File: src/adg_pkg.sv
// Shared types and constants of the acyclic dependency graph engine.
// Depends on nothing; every other file refers to it by scoped names.
`default_nettype none
package adg_pkg;

	localparam int OP_W     = 3;
	localparam int NODE_W   = 4;
	localparam int SET_W    = 16;
	localparam int STATUS_W = 2;
	localparam int MAX_NODES = 64;
	localparam int MAX_RESULTS = 16;

	// Operation codes.
	localparam logic [OP_W-1:0] OP_ADD_NODE  = 3'd0;
	localparam logic [OP_W-1:0] OP_ADD_EDGE  = 3'd1;
	localparam logic [OP_W-1:0] OP_GET_DEPS  = 3'd2;
	localparam logic [OP_W-1:0] OP_GET_DEPTS = 3'd3;
	localparam logic [OP_W-1:0] OP_SORT      = 3'd4;

	// Result status codes.
	localparam logic [STATUS_W-1:0] ST_OK         = 2'd0;
	localparam logic [STATUS_W-1:0] ST_MISSING    = 2'd1;
	localparam logic [STATUS_W-1:0] ST_EDGE_CYCLE = 2'd2;
	localparam logic [STATUS_W-1:0] ST_SORT_CYCLE = 2'd3;

	// Index of the last result slot of one transaction.
	localparam logic [3:0] KC_LAST = 4'(MAX_RESULTS - 1);

	// Matrix read address selection.
	localparam logic [1:0] RD_CNT  = 2'd0;
	localparam logic [1:0] RD_A    = 2'd1;
	localparam logic [1:0] RD_PICK = 2'd2;
	localparam logic [1:0] RD_CUR  = 2'd3;

	typedef struct packed {
		logic                load_item;
		logic                set_present;
		logic [1:0]          rd_sel;
		logic                reach_init;
		logic                reach_pick;
		logic                reach_or;
		logic                edge_write;
		logic                cnt_clear;
		logic                cnt_inc;
		logic                set_clear;
		logic                set_col;
		logic                set_row;
		logic                sort_init;
		logic                deg_acc;
		logic                ready_init;
		logic                push;
		logic                pop;
		logic                visit;
		logic                relax;
		logic                emit;
		logic [STATUS_W-1:0] emit_status;
		logic                emit_set;
		logic                emit_node;
		logic                emit_last;
	} adg_cmd_t;

	typedef struct packed {
		logic [OP_W-1:0] op;
		logic            a_range;
		logic            a_ok;
		logic            b_ok;
		logic            cnt_last;
		logic            frontier_any;
		logic            reach_hit;
		logic            ready_any;
		logic            stack_empty;
		logic            hold_vld;
		logic            kc_room;
		logic            sort_cycle;
		logic            out_free;
	} adg_stat_t;

	// Index of the lowest set bit; zero when none is set.
	function automatic logic [5:0] lowest_bit(input logic [MAX_NODES-1:0] v);
		logic [5:0] idx;
		idx = '0;
		for (int i = MAX_NODES - 1; i >= 0; i--) begin
			if (v[i]) begin
				idx = 6'(i);
			end
		end
		return idx;
	endfunction

endpackage
`default_nettype wire

File: src/adg_if.sv
// Valid/ready channel interfaces for request and response transactions.
// Depends on adg_pkg for field widths.
`default_nettype none
interface adg_in_if;
	logic                        valid;
	logic                        ready;
	logic [adg_pkg::OP_W-1:0]    operation;
	logic [adg_pkg::NODE_W-1:0]  node_a;
	logic [adg_pkg::NODE_W-1:0]  node_b;
	modport source (output valid, operation, node_a, node_b, input ready);
	modport sink   (input valid, operation, node_a, node_b, output ready);
endinterface

interface adg_out_if;
	logic                          valid;
	logic                          ready;
	logic [adg_pkg::STATUS_W-1:0]  status;
	logic [adg_pkg::SET_W-1:0]     node_set;
	logic [adg_pkg::NODE_W-1:0]    order_node;
	logic                          order_valid;
	logic                          last;
	modport source (output valid, status, node_set, order_node, order_valid, last,
		input ready);
	modport sink   (input valid, status, node_set, order_node, order_valid, last,
		output ready);
endinterface
`default_nettype wire

File: src/acyclic_dependency_graph_engine.sv
// Add edge first searches the nodes reachable from the target; dependencies scan every
// matrix row, dependents read one row; sort runs a degree pass, then visits each node.
// One transaction is processed at a time; the single matrix read port sets the pace.
// Reset (arst_n low) empties the graph at once; no clearing pass is needed.
`default_nettype none
module acyclic_dependency_graph_engine #(
	parameter int NODES = 16
) (
	input  wire logic  clk,
	input  wire logic  arst_n,
	adg_in_if.sink     req,
	adg_out_if.source  rsp
);

	// The controller walks each operation as a sequence of commands; the
	// datapath holds the graph, the matrix memory, the sort stack and the
	// output register, and reports conditions back as a status struct.
	adg_pkg::adg_cmd_t  cmd;
	adg_pkg::adg_stat_t stat;

	adg_ctrl u_ctrl (
		.clk       (clk),
		.arst_n    (arst_n),
		.req_valid (req.valid),
		.req_ready (req.ready),
		.stat      (stat),
		.cmd       (cmd)
	);

	// Results leave through a registered stage so that a transaction waits
	// there without holding up the sequencer until the next one is due.
	adg_dpath #(
		.NODES (NODES)
	) u_dpath (
		.clk             (clk),
		.arst_n          (arst_n),
		.cmd             (cmd),
		.stat            (stat),
		.operation       (req.operation),
		.node_a          (req.node_a),
		.node_b          (req.node_b),
		.out_ready       (rsp.ready),
		.out_valid       (rsp.valid),
		.out_status      (rsp.status),
		.out_node_set    (rsp.node_set),
		.out_order_node  (rsp.order_node),
		.out_order_valid (rsp.order_valid),
		.out_last        (rsp.last)
	);

endmodule
`default_nettype wire

File: src/adg_dpath.sv
// Datapath: presence mask, adjacency matrix memory, reach search, degree lanes,
// sort stack memory and the output register. Depends on adg_pkg.
`default_nettype none
module adg_dpath #(
	parameter int NODES = 16
) (
	input  wire logic                          clk,
	input  wire logic                          arst_n,
	input  wire adg_pkg::adg_cmd_t             cmd,
	output adg_pkg::adg_stat_t                 stat,
	input  wire logic [adg_pkg::OP_W-1:0]      operation,
	input  wire logic [adg_pkg::NODE_W-1:0]    node_a,
	input  wire logic [adg_pkg::NODE_W-1:0]    node_b,
	input  wire logic                          out_ready,
	output logic                               out_valid,
	output logic [adg_pkg::STATUS_W-1:0]       out_status,
	output logic [adg_pkg::SET_W-1:0]          out_node_set,
	output logic [adg_pkg::NODE_W-1:0]         out_order_node,
	output logic                               out_order_valid,
	output logic                               out_last
);

	localparam int IW = $clog2(NODES);
	localparam int SW = $clog2(NODES + 1);

	logic [adg_pkg::OP_W-1:0]   op_q;
	logic [adg_pkg::NODE_W-1:0] a_q, b_q;
	logic [IW-1:0] a_idx, b_idx;
	logic          a_range, b_range;

	logic [NODES-1:0] present_q, rowvld_q;
	logic [NODES-1:0] mat_mem [NODES];
	logic [NODES-1:0] rd_data_q;
	logic             rd_vld_q;
	logic [IW-1:0]    rd_addr, rd_addr_q;
	logic [NODES-1:0] row, b_bit;

	logic [NODES-1:0] seen_q, done_q, frontier, ready_q, visited_q, set_q, set_masked;
	logic [IW-1:0]    pick_f, pick_r, cnt_q, hold_q, stk_rd_q;
	logic [SW-1:0]    deg_q [NODES];
	logic [IW-1:0]    stk_mem [NODES];
	logic [SW-1:0]    sp_q;
	logic             hold_vld_q;
	logic [3:0]       kc_q;
	logic             out_free;
	logic [adg_pkg::SET_W-1:0] set16;

	assign a_range = int'(a_q) < NODES;
	assign b_range = int'(b_q) < NODES;
	assign a_idx   = IW'(a_q);
	assign b_idx   = IW'(b_q);
	assign b_bit   = {{(NODES-1){1'b0}}, 1'b1} << b_idx;
	assign row     = rd_vld_q ? rd_data_q : '0;

	assign frontier = seen_q & ~done_q;
	assign pick_f   = IW'(adg_pkg::lowest_bit(adg_pkg::MAX_NODES'(frontier)));
	assign pick_r   = IW'(adg_pkg::lowest_bit(adg_pkg::MAX_NODES'(ready_q)));

	always_comb begin
		case (cmd.rd_sel)
			adg_pkg::RD_CNT:  rd_addr = cnt_q;
			adg_pkg::RD_A:    rd_addr = a_idx;
			adg_pkg::RD_PICK: rd_addr = pick_f;
			adg_pkg::RD_CUR:  rd_addr = stk_rd_q;
			default:          rd_addr = cnt_q;
		endcase
	end

	// Item fields.
	always_ff @(posedge clk) begin
		if (cmd.load_item) begin
			op_q <= operation;
			a_q  <= node_a;
			b_q  <= node_b;
		end
	end

	// Matrix memory, one read and one write port.
	always_ff @(posedge clk) begin
		rd_data_q <= mat_mem[rd_addr];
		rd_addr_q <= rd_addr;
		if (cmd.edge_write) begin
			mat_mem[a_idx] <= row | b_bit;
		end
	end

	// Stack memory.
	always_ff @(posedge clk) begin
		if (cmd.push) begin
			stk_mem[sp_q[IW-1:0]] <= pick_r;
		end
		if (cmd.pop) begin
			stk_rd_q <= stk_mem[IW'(sp_q - SW'(1))];
		end
	end

	// Control state with reset.
	always_ff @(posedge clk or negedge arst_n) begin
		if (!arst_n) begin
			present_q  <= '0;
			rowvld_q   <= '0;
			rd_vld_q   <= 1'b0;
			visited_q  <= '0;
			sp_q       <= '0;
			hold_vld_q <= 1'b0;
			kc_q       <= '0;
			cnt_q      <= '0;
		end else begin
			rd_vld_q <= rowvld_q[rd_addr];
			if (cmd.set_present) begin
				present_q[a_idx] <= 1'b1;
			end
			if (cmd.edge_write) begin
				rowvld_q[a_idx] <= 1'b1;
			end
			if (cmd.cnt_clear) begin
				cnt_q <= '0;
			end else if (cmd.cnt_inc) begin
				cnt_q <= cnt_q + IW'(1);
			end
			if (cmd.sort_init) begin
				visited_q  <= '0;
				sp_q       <= '0;
				hold_vld_q <= 1'b0;
				kc_q       <= '0;
			end else begin
				if (cmd.push) begin
					sp_q <= sp_q + SW'(1);
				end else if (cmd.pop) begin
					sp_q <= sp_q - SW'(1);
				end
				if (cmd.visit) begin
					visited_q[stk_rd_q] <= 1'b1;
					if (!hold_vld_q || kc_q != adg_pkg::KC_LAST) begin
						hold_q     <= stk_rd_q;
						hold_vld_q <= 1'b1;
					end
				end
				if (cmd.emit && cmd.emit_node) begin
					kc_q <= kc_q + 4'd1;
				end
			end
		end
	end

	// Search masks, query set, degree lanes and ready mask.
	always_ff @(posedge clk) begin
		if (cmd.reach_init) begin
			seen_q <= b_bit;
			done_q <= '0;
		end
		if (cmd.reach_pick) begin
			done_q[pick_f] <= 1'b1;
		end
		if (cmd.reach_or) begin
			seen_q <= seen_q | row;
		end
		if (cmd.set_clear) begin
			set_q <= '0;
		end
		if (cmd.set_col) begin
			set_q[rd_addr_q] <= row[a_idx];
		end
		if (cmd.set_row) begin
			set_q <= row;
		end
		if (cmd.push) begin
			ready_q[pick_r] <= 1'b0;
		end
		for (int j = 0; j < NODES; j++) begin
			if (cmd.sort_init) begin
				deg_q[j] <= '0;
			end
			if (cmd.deg_acc) begin
				deg_q[j] <= deg_q[j] + SW'(row[j] & present_q[j]);
			end
			if (cmd.ready_init) begin
				ready_q[j] <= present_q[j] && deg_q[j] == '0;
			end
			if (cmd.relax && row[j] && present_q[j] && deg_q[j] != '0) begin
				deg_q[j] <= deg_q[j] - SW'(1);
				if (deg_q[j] == SW'(1)) begin
					ready_q[j] <= 1'b1;
				end
			end
		end
	end

	assign set_masked = set_q & present_q;
	for (genvar k = 0; k < adg_pkg::SET_W; k++) begin : g_set
		if (k < NODES) begin : g_in
			assign set16[k] = set_masked[k];
		end else begin : g_out
			assign set16[k] = 1'b0;
		end
	end

	// Output register: a finished result waits here for the sink.
	assign out_free = !out_valid || out_ready;
	always_ff @(posedge clk or negedge arst_n) begin
		if (!arst_n) begin
			out_valid <= 1'b0;
		end else if (cmd.emit) begin
			out_valid <= 1'b1;
		end else if (out_ready) begin
			out_valid <= 1'b0;
		end
	end
	always_ff @(posedge clk) begin
		if (cmd.emit) begin
			out_status      <= cmd.emit_status;
			out_node_set    <= cmd.emit_set ? set16 : '0;
			out_order_node  <= cmd.emit_node ? adg_pkg::NODE_W'(hold_q) : '0;
			out_order_valid <= cmd.emit_node;
			out_last        <= cmd.emit_last;
		end
	end

	always_comb begin
		stat.op           = op_q;
		stat.a_range      = a_range;
		stat.a_ok         = a_range && present_q[a_idx];
		stat.b_ok         = b_range && present_q[b_idx];
		stat.cnt_last     = cnt_q == IW'(NODES - 1);
		stat.frontier_any = |frontier;
		stat.reach_hit    = seen_q[a_idx];
		stat.ready_any    = |ready_q;
		stat.stack_empty  = sp_q == '0;
		stat.hold_vld     = hold_vld_q;
		stat.kc_room      = kc_q != adg_pkg::KC_LAST;
		stat.sort_cycle   = visited_q != present_q;
		stat.out_free     = out_free;
	end

	a_sp_bound: assert property (@(posedge clk) disable iff (!arst_n)
		int'(sp_q) <= NODES)
		else $error("stack pointer beyond node count");
	a_emit_free: assert property (@(posedge clk) disable iff (!arst_n)
		cmd.emit |-> out_free)
		else $error("result emitted over a waiting result");
	a_visit_present: assert property (@(posedge clk) disable iff (!arst_n)
		(visited_q & ~present_q) == '0)
		else $error("visited node not present");

endmodule
`default_nettype wire

File: src/adg_ctrl.sv
// Controller state machine sequencing every operation over the datapath.
// Depends on adg_pkg for the command and status structs and codes.
`default_nettype none
module adg_ctrl (
	input  wire logic               clk,
	input  wire logic               arst_n,
	input  wire logic               req_valid,
	output logic                    req_ready,
	input  wire adg_pkg::adg_stat_t stat,
	output adg_pkg::adg_cmd_t       cmd
);

	localparam logic [4:0] S_IDLE   = 5'd0;
	localparam logic [4:0] S_DEC    = 5'd1;
	localparam logic [4:0] S_EMIT   = 5'd2;
	localparam logic [4:0] S_R_PICK = 5'd3;
	localparam logic [4:0] S_R_OR   = 5'd4;
	localparam logic [4:0] S_E_RD   = 5'd5;
	localparam logic [4:0] S_E_WR   = 5'd6;
	localparam logic [4:0] S_Q_RD   = 5'd7;
	localparam logic [4:0] S_Q_ACC  = 5'd8;
	localparam logic [4:0] S_D_RD   = 5'd9;
	localparam logic [4:0] S_D_ACC  = 5'd10;
	localparam logic [4:0] S_G_RD   = 5'd11;
	localparam logic [4:0] S_G_ACC  = 5'd12;
	localparam logic [4:0] S_RDY    = 5'd13;
	localparam logic [4:0] S_PUSH   = 5'd14;
	localparam logic [4:0] S_POP    = 5'd15;
	localparam logic [4:0] S_VISIT  = 5'd16;
	localparam logic [4:0] S_RELAX  = 5'd17;
	localparam logic [4:0] S_FIN    = 5'd18;
	localparam logic [4:0] S_FIN2   = 5'd19;

	logic [4:0]                   state_q, state_d;
	logic [adg_pkg::STATUS_W-1:0] st_q, st_d;
	logic                         setsel_q, setsel_d;

	assign req_ready = state_q == S_IDLE;

	always_comb begin
		cmd      = '0;
		cmd.rd_sel = adg_pkg::RD_CNT;
		state_d  = state_q;
		st_d     = st_q;
		setsel_d = setsel_q;
		case (state_q)
			S_IDLE: begin
				if (req_valid) begin
					cmd.load_item = 1'b1;
					state_d = S_DEC;
				end
			end
			S_DEC: begin
				st_d     = adg_pkg::ST_OK;
				setsel_d = 1'b0;
				state_d  = S_EMIT;
				case (stat.op)
					adg_pkg::OP_ADD_NODE: begin
						if (stat.a_range) begin
							cmd.set_present = 1'b1;
						end else begin
							st_d = adg_pkg::ST_MISSING;
						end
					end
					adg_pkg::OP_ADD_EDGE: begin
						if (!stat.a_ok || !stat.b_ok) begin
							st_d = adg_pkg::ST_MISSING;
						end else begin
							cmd.reach_init = 1'b1;
							state_d = S_R_PICK;
						end
					end
					adg_pkg::OP_GET_DEPS: begin
						if (!stat.a_ok) begin
							st_d = adg_pkg::ST_MISSING;
						end else begin
							cmd.cnt_clear = 1'b1;
							cmd.set_clear = 1'b1;
							state_d = S_Q_RD;
						end
					end
					adg_pkg::OP_GET_DEPTS: begin
						if (!stat.a_ok) begin
							st_d = adg_pkg::ST_MISSING;
						end else begin
							state_d = S_D_RD;
						end
					end
					adg_pkg::OP_SORT: begin
						cmd.sort_init = 1'b1;
						cmd.cnt_clear = 1'b1;
						state_d = S_G_RD;
					end
					default: begin
						st_d = adg_pkg::ST_OK;
					end
				endcase
			end
			S_EMIT: begin
				if (stat.out_free) begin
					cmd.emit        = 1'b1;
					cmd.emit_status = st_q;
					cmd.emit_set    = setsel_q;
					cmd.emit_last   = 1'b1;
					state_d = S_IDLE;
				end
			end
			S_R_PICK: begin
				if (stat.frontier_any) begin
					cmd.rd_sel     = adg_pkg::RD_PICK;
					cmd.reach_pick = 1'b1;
					state_d = S_R_OR;
				end else if (stat.reach_hit) begin
					st_d    = adg_pkg::ST_EDGE_CYCLE;
					state_d = S_EMIT;
				end else begin
					state_d = S_E_RD;
				end
			end
			S_R_OR: begin
				cmd.reach_or = 1'b1;
				state_d = S_R_PICK;
			end
			S_E_RD: begin
				cmd.rd_sel = adg_pkg::RD_A;
				state_d = S_E_WR;
			end
			S_E_WR: begin
				cmd.edge_write = 1'b1;
				state_d = S_EMIT;
			end
			S_Q_RD: begin
				state_d = S_Q_ACC;
			end
			S_Q_ACC: begin
				cmd.set_col = 1'b1;
				if (stat.cnt_last) begin
					setsel_d = 1'b1;
					state_d  = S_EMIT;
				end else begin
					cmd.cnt_inc = 1'b1;
					state_d = S_Q_RD;
				end
			end
			S_D_RD: begin
				cmd.rd_sel = adg_pkg::RD_A;
				state_d = S_D_ACC;
			end
			S_D_ACC: begin
				cmd.set_row = 1'b1;
				setsel_d = 1'b1;
				state_d  = S_EMIT;
			end
			S_G_RD: begin
				state_d = S_G_ACC;
			end
			S_G_ACC: begin
				cmd.deg_acc = 1'b1;
				if (stat.cnt_last) begin
					state_d = S_RDY;
				end else begin
					cmd.cnt_inc = 1'b1;
					state_d = S_G_RD;
				end
			end
			S_RDY: begin
				cmd.ready_init = 1'b1;
				state_d = S_PUSH;
			end
			S_PUSH: begin
				if (stat.ready_any) begin
					cmd.push = 1'b1;
				end else begin
					state_d = S_POP;
				end
			end
			S_POP: begin
				if (stat.stack_empty) begin
					state_d = S_FIN;
				end else begin
					cmd.pop = 1'b1;
					state_d = S_VISIT;
				end
			end
			S_VISIT: begin
				cmd.rd_sel = adg_pkg::RD_CUR;
				if (stat.hold_vld && stat.kc_room) begin
					if (stat.out_free) begin
						cmd.emit      = 1'b1;
						cmd.emit_node = 1'b1;
						cmd.visit     = 1'b1;
						state_d = S_RELAX;
					end
				end else begin
					cmd.visit = 1'b1;
					state_d = S_RELAX;
				end
			end
			S_RELAX: begin
				cmd.relax = 1'b1;
				state_d = S_PUSH;
			end
			S_FIN: begin
				if (stat.out_free) begin
					cmd.emit = 1'b1;
					if (stat.sort_cycle) begin
						if (stat.hold_vld && stat.kc_room) begin
							cmd.emit_node = 1'b1;
							state_d = S_FIN2;
						end else begin
							cmd.emit_status = adg_pkg::ST_SORT_CYCLE;
							cmd.emit_last   = 1'b1;
							state_d = S_IDLE;
						end
					end else begin
						cmd.emit_node = stat.hold_vld;
						cmd.emit_last = 1'b1;
						state_d = S_IDLE;
					end
				end
			end
			S_FIN2: begin
				if (stat.out_free) begin
					cmd.emit        = 1'b1;
					cmd.emit_status = adg_pkg::ST_SORT_CYCLE;
					cmd.emit_last   = 1'b1;
					state_d = S_IDLE;
				end
			end
			default: begin
				state_d = S_IDLE;
			end
		endcase
	end

	always_ff @(posedge clk or negedge arst_n) begin
		if (!arst_n) begin
			state_q  <= S_IDLE;
			st_q     <= adg_pkg::ST_OK;
			setsel_q <= 1'b0;
		end else begin
			state_q  <= state_d;
			st_q     <= st_d;
			setsel_q <= setsel_d;
		end
	end

endmodule
`default_nettype wire
File: src/flat_wrapper.sv
// flat-port wrapper written by rule: the top's interface ports become plain ports
module acyclic_dependency_graph_engine_flat 
#(
	parameter int NODES = 16
)
  (clk, arst_n, req_valid, req_operation, req_node_a, req_node_b, req_ready, rsp_valid, rsp_status, rsp_node_set, rsp_order_node, rsp_order_valid, rsp_last, rsp_ready);
  adg_in_if req_i ();
  adg_out_if rsp_i ();
  input  wire logic clk;
  input  wire logic arst_n;
  input wire logic [$bits(req_i.valid)-1:0] req_valid;
  input wire logic [$bits(req_i.operation)-1:0] req_operation;
  input wire logic [$bits(req_i.node_a)-1:0] req_node_a;
  input wire logic [$bits(req_i.node_b)-1:0] req_node_b;
  output wire logic [$bits(req_i.ready)-1:0] req_ready;
  output wire logic [$bits(rsp_i.valid)-1:0] rsp_valid;
  output wire logic [$bits(rsp_i.status)-1:0] rsp_status;
  output wire logic [$bits(rsp_i.node_set)-1:0] rsp_node_set;
  output wire logic [$bits(rsp_i.order_node)-1:0] rsp_order_node;
  output wire logic [$bits(rsp_i.order_valid)-1:0] rsp_order_valid;
  output wire logic [$bits(rsp_i.last)-1:0] rsp_last;
  input wire logic [$bits(rsp_i.ready)-1:0] rsp_ready;
  assign req_i.valid = req_valid;
  assign req_i.operation = req_operation;
  assign req_i.node_a = req_node_a;
  assign req_i.node_b = req_node_b;
  assign req_ready = req_i.ready;
  assign rsp_valid = rsp_i.valid;
  assign rsp_status = rsp_i.status;
  assign rsp_node_set = rsp_i.node_set;
  assign rsp_order_node = rsp_i.order_node;
  assign rsp_order_valid = rsp_i.order_valid;
  assign rsp_last = rsp_i.last;
  assign rsp_i.ready = rsp_ready;
  acyclic_dependency_graph_engine #(.NODES(NODES)) u_core (.clk(clk), .arst_n(arst_n), .req(req_i), .rsp(rsp_i));
endmodule
File: config.mk
export PLATFORM = sky130hd
export DESIGN_NAME = acyclic_dependency_graph_engine_flat
export DESIGN_NICKNAME = d
export VERILOG_FILES = /design/src/adg_pkg.sv /design/src/adg_if.sv /design/src/acyclic_dependency_graph_engine.sv /design/src/adg_dpath.sv /design/src/adg_ctrl.sv /design/src/flat_wrapper.sv
export SDC_FILE = /design/constraint.sdc
export NUM_CORES = 1
export LEC_CHECK = 0
export BUFFER_PORTS_ARGS = -buffer_cell sky130_fd_sc_hd__buf_2
export CORE_ASPECT_RATIO = 1.5
export CORE_MARGIN = 2
export CORE_UTILIZATION = 45
export DETAILED_ROUTE_END_ITERATION = 7
export SYNTH_ARGS = -nofsm -noshare
export SYNTH_HDL_FRONTEND = slang
export SYNTH_SLANG_ARGS = --single-unit
File: constraint.sdc
create_clock -name clk -period 3.9 [get_ports clk]
set_clock_uncertainty 0.05 [all_clocks]
set_input_delay 0 -clock clk [delete_from_list [all_inputs] [get_ports clk]]
set_output_delay 0 -clock clk [all_outputs]
set_load 0.02 [all_outputs]
==> PnR_summary.wiki <==
{| class="wikitable"
! Metric !! Value
|-
| Run status || finished, final reports clean
|-
| Final count of pins violating max slew || 0
|-
| Setup CP Type || flop to flop
|-
| Switch Pwr || roughly 8.4 mW
|-
| Cell family with the largest share of critical-path delay || compound AO/OA/AOI/OAI gates
|-
| Setup TNS || 0 ns
|-
| Distinct cells, synth || 72
|-
| Worst vdd ir || 0.5665 mV
|-
| CTS Sinks || 599
|-
| CP max FO || 55
|-
| Cell internal power dissipation || 14.25 mW
|-
| Detailed-router iteration count before antenna repair || 7
|-
| Ports || 41
|-
| Kind of end point of the critical path || flop
|-
| Top reg by flops || u_core.u_dpath.mat_mem
|-
| Maximum number of pins on one net before global-route repair || 75
|-
| Most common cell after layout, fill and taps aside || sky130_fd_sc_hd__edfxtp_1
|-
| Post-synth EDFFs || 459
|-
| Die span in x || 209.7 microns
|-
| Yosys Warn Count || 0
|-
| Via count of the first global-routing pass || 19820
|-
| Top library cells by usage in the layout, fill and taps aside || sky130_fd_sc_hd__edfxtp_1 (459), sky130_fd_sc_hd__nand2_1 (223), sky130_fd_sc_hd__o211ai_1 (216), sky130_fd_sc_hd__inv_1 (127), sky130_fd_sc_hd__nor2_1 (103)
|-
| Post-CTS clock slew at the launch and capture registers of the worst setup and hold paths || ~0.06 ns
|-
| Port Buffers || 40
|-
| Die area || 65540 sq um
|-
| Clock Path Buffers || 3
|-
| Number of H-tree levels || 2
|-
| Iteration-0 DRC Markers || 1279
|-
| Arrival time at the worst endpoint || 3.87 ns
|-
| Post-CTS sizing || 0
|-
| Global-route total usage across every layer || 23.40%
|-
| Drc violations || 0
|-
| Cts bufs inserted || 57
|-
| Syn Inst Count || 2382
|-
| Final-layout fill cell count || 5496
|-
| Mapped cell area || 28560 sq um
|-
| Max reg flops || 256
|-
| Net Sw Frac || between 30 and 40%
|-
| Total power density per cell area || 710.7 nW/um^2
|-
| Total detailed-routing wirelength || around 77000 microns
|-
| Largest incremental delay on the critical path || 0.59 ns
|-
| Core region area || 63060 sq um
|-
| Shortest period the worst path allows || 3.418 ns
|-
| Starting utilization of the core area || 45.29%
|-
| Via count of the routed design || 19680
|-
| Area grow syn2layout || 11.71%
|-
| Final Hold Fails || 0
|-
| Seq/Total Area, Yosys || around three fifths
|-
| Final net count || 2528
|-
| Slew at the pin closest to its max-slew limit || 1.056 ns
|-
| Half-perimeter wire length after placement || between 50000 and 60000 microns
|-
| Average wire length per cell after detail routing || ~23 microns
|-
| Antenna violations before repair || 0
|-
| Worst hold slack || 0.02972 ns
|-
| Routed Antenna Nets || 0
|-
| Leading post-synthesis cells by cell area || sky130_fd_sc_hd__edfxtp_1 (48%), sky130_fd_sc_hd__dfrtp_1 (6.3%), sky130_fd_sc_hd__o211ai_1 (5.7%)
|-
| Startpoint kind of the worst setup timing path || flop
|-
| Async SR Flop Fraction || 12.02%
|-
| Path type of the worst min-delay path || input pin to flop
|-
| Total grt overflow || 0
|-
| Mean number of vias per cell || 5.968
|-
| Unrepaired setup endpoints after global routing || no
|-
| Number of register bits inferred by synthesis || 599
|-
| Number of cell rows || 113
|-
| Syn Nets || roughly 2500
|-
| Ratio of cells with drive above 1 in the final layout || 13.37%
|-
| Crit path cell chain || or3b_1, nor3_4, a22o_1, a221o_1, o21a_4, buf_4, o211ai_1, o211ai_1, nand4_1
|-
| First-pass GRT wire length || 117000 microns
|-
| CP Buf/Inv Count || 1
|-
| Launch instance of the worst min-delay path || req_operation[1]
|-
| Synth Flop Type || sky130_fd_sc_hd__edfxtp_1
|-
| Worst setup startpoint || u_core.u_ctrl.state_q[4]
|-
| Post-synth top area share || 48.26%
|-
| Area taken by flip-flops and latches || between 15000 and 20000 sq um
|-
| Leak Pwr || 11.55 nW
|-
| Number of buffers inserted for hold repair after clock tree synthesis || 15
|-
| Root buffer cell || sky130_fd_sc_hd__clkbuf_16
|-
| Number of endpoints failing setup at the final stage || 0
|-
| Synthesized area divided by synthesized cell count || between 10 and 15 sq um
|-
| Final Wtd Congestion || 0.9222
|-
| Sequential Power Share || between 40% and 50%
|-
| Data required time at the worst endpoint || 4.35 ns
|-
| Achievable Freq || 0.2925 GHz
|-
| Clk Latency, worst-skew pair || roughly 0.63 ns
|-
| Biggest area consumer among synthesized cells || sky130_fd_sc_hd__edfxtp_1
|-
| Post-CTS setup buffers || 0
|-
| Reg2reg start || u_core.u_ctrl.state_q[4]
|-
| CTS tree || built
|-
| # Max-Cap Violations || 0
|-
| Area of combinational cells with multiple inputs || 10670 sq um
|-
| Worst relative slew slack || 29.42%
|-
| Final Cycle Share || roughly 88%
|-
| Slowest stage cell on the critical path || sky130_fd_sc_hd__dfrtp_1
|-
| Combinational Power Share || 34.9%
|-
| Most frequent cell on the critical path || sky130_fd_sc_hd__o211ai_1
|-
| Die span in y || 312.5 microns
|-
| Part of the power in the clock network || roughly 25%
|}
-- synth_stat cells, drive strengths merged, types with 8 or more instances --
cell type,count
nor3,48
nand2b,32
mux2,68
ha,71
and3,43
a211oi,19
o22a,16
xnor2,39
edfxtp,459
o21ai,81
and2,8
o21bai,16
a31oi,25
nor2,124
clkbuf,88
nor2b,22
nand2,224
a22o,8
xor2,34
nand3,76
buf,38
o31ai,10
nand4,31
o211ai,216
a21o,20
inv,127
or2,30
mux4,36
dfrtp,72
dfxtp,68
nor3b,39
a21oi,89
o22ai,33
-- power groups by stage --
| stage | Sequential, mW | Clock, mW | Combinational, mW |
|---|---|---|---|
| after global routing | 9.22 | 5.95 | 8.66 |
| after global placement | 9.23 | 0 | 7.75 |
| after floorplan | 8.82 | 0 | 5.69 |
| final | 9.15 | 5.61 | 7.92 |
| after detailed placement | 9.26 | 0 | 7.90 |
| after CTS | 9.13 | 5.73 | 7.94 |
-- cells by family (layout without fill, tap and decap cells) --
group                      count (synthesis)  after routing  synth area share (%)
muxes                                    109            109                 5.695
other                                      0              1                     0
AOI/OAI and AO/OA                        577            577                 13.88
buffers and inverters                    253            362                 3.645
adders and majority gates                 71             71                 3.110
DFF                                      599            599                 59.34
xor gates and xnor gates                  73             73                 2.239
and+or+nand+nor                          700            700                 12.09
-- path summary, 6_finish.rpt --
| path | endpoint | slack [ns] | cells after the start |
|---|---|---|---|
| max | u_core.u_dpath.rd_data_q[6] | 0.48 | 9 |
| min | u_core.u_dpath.op_q[1] | 0.03 | 2 |
| max reg2reg | u_core.u_dpath.rd_data_q[6] | 0.48 | 9 |
| min reg2reg | u_core.u_dpath.done_q[6] | 0.41 | 2 |
| max in group asynchronous | u_core.u_dpath.present_q[10] | 2.99 | 3 |
| min in group asynchronous | u_core.u_dpath.kc_q[2] | 0.11 | 3 |
-- layout make-up --
type                       instances  area share [%]
sequential                       599           53.11
multi-input combinational       1530           33.44
clock buffer                      82           4.988
tap                              805           3.157
timing repair buffer             127           2.878
inverter                         127           1.494
clock inverter                    26          0.9176
antenna                            1        0.007843
-- routing by layer --
metal  track usage [%]  wire [microns]  vias to the layer above
met5                 0               0                        -
met4             11.36            3592                        0
met3             2.763            3800                      175
met2             42.52           40030                      608
met1             27.32           29110                     9771
li1                  -               -                     9121
-- stage by stage --
step | power [mW] | worst slack (ns) | instance area [sq um] | util [%] | cells
6_report | 22.68 | 0.4816 | 31910 | 50.60 | 3297
5_1_grt | 23.83 | 0.2195 | 31900 | 50.59 | 3296
4_1_cts | 22.80 | 0.4978 | 31900 | 50.59 | 3296
3_5_place_dp | 17.16 | 0.5186 | 29870 | 47.37 | 3173
3_3_place_gp | 16.98 | 0.6403 | 29870 | 47.37 | 3173
2_1_floorplan | 14.51 | 0.7745 | 28560 | - | 2382
-- worst register-to-register path, cell delays in order, from the launching register on --
cell	delay (ns)
sky130_fd_sc_hd__dfrtp_1	0.59
sky130_fd_sc_hd__or3b_1	0.55
sky130_fd_sc_hd__nor3_4	0.38
sky130_fd_sc_hd__a22o_1	0.22
sky130_fd_sc_hd__a221o_1	0.13
sky130_fd_sc_hd__o21a_4	0.57
sky130_fd_sc_hd__buf_4	0.43
sky130_fd_sc_hd__o211ai_1	0.13
sky130_fd_sc_hd__o211ai_1	0.12
sky130_fd_sc_hd__nand4_1	0.13
Power figures use the tool's default switching activity.
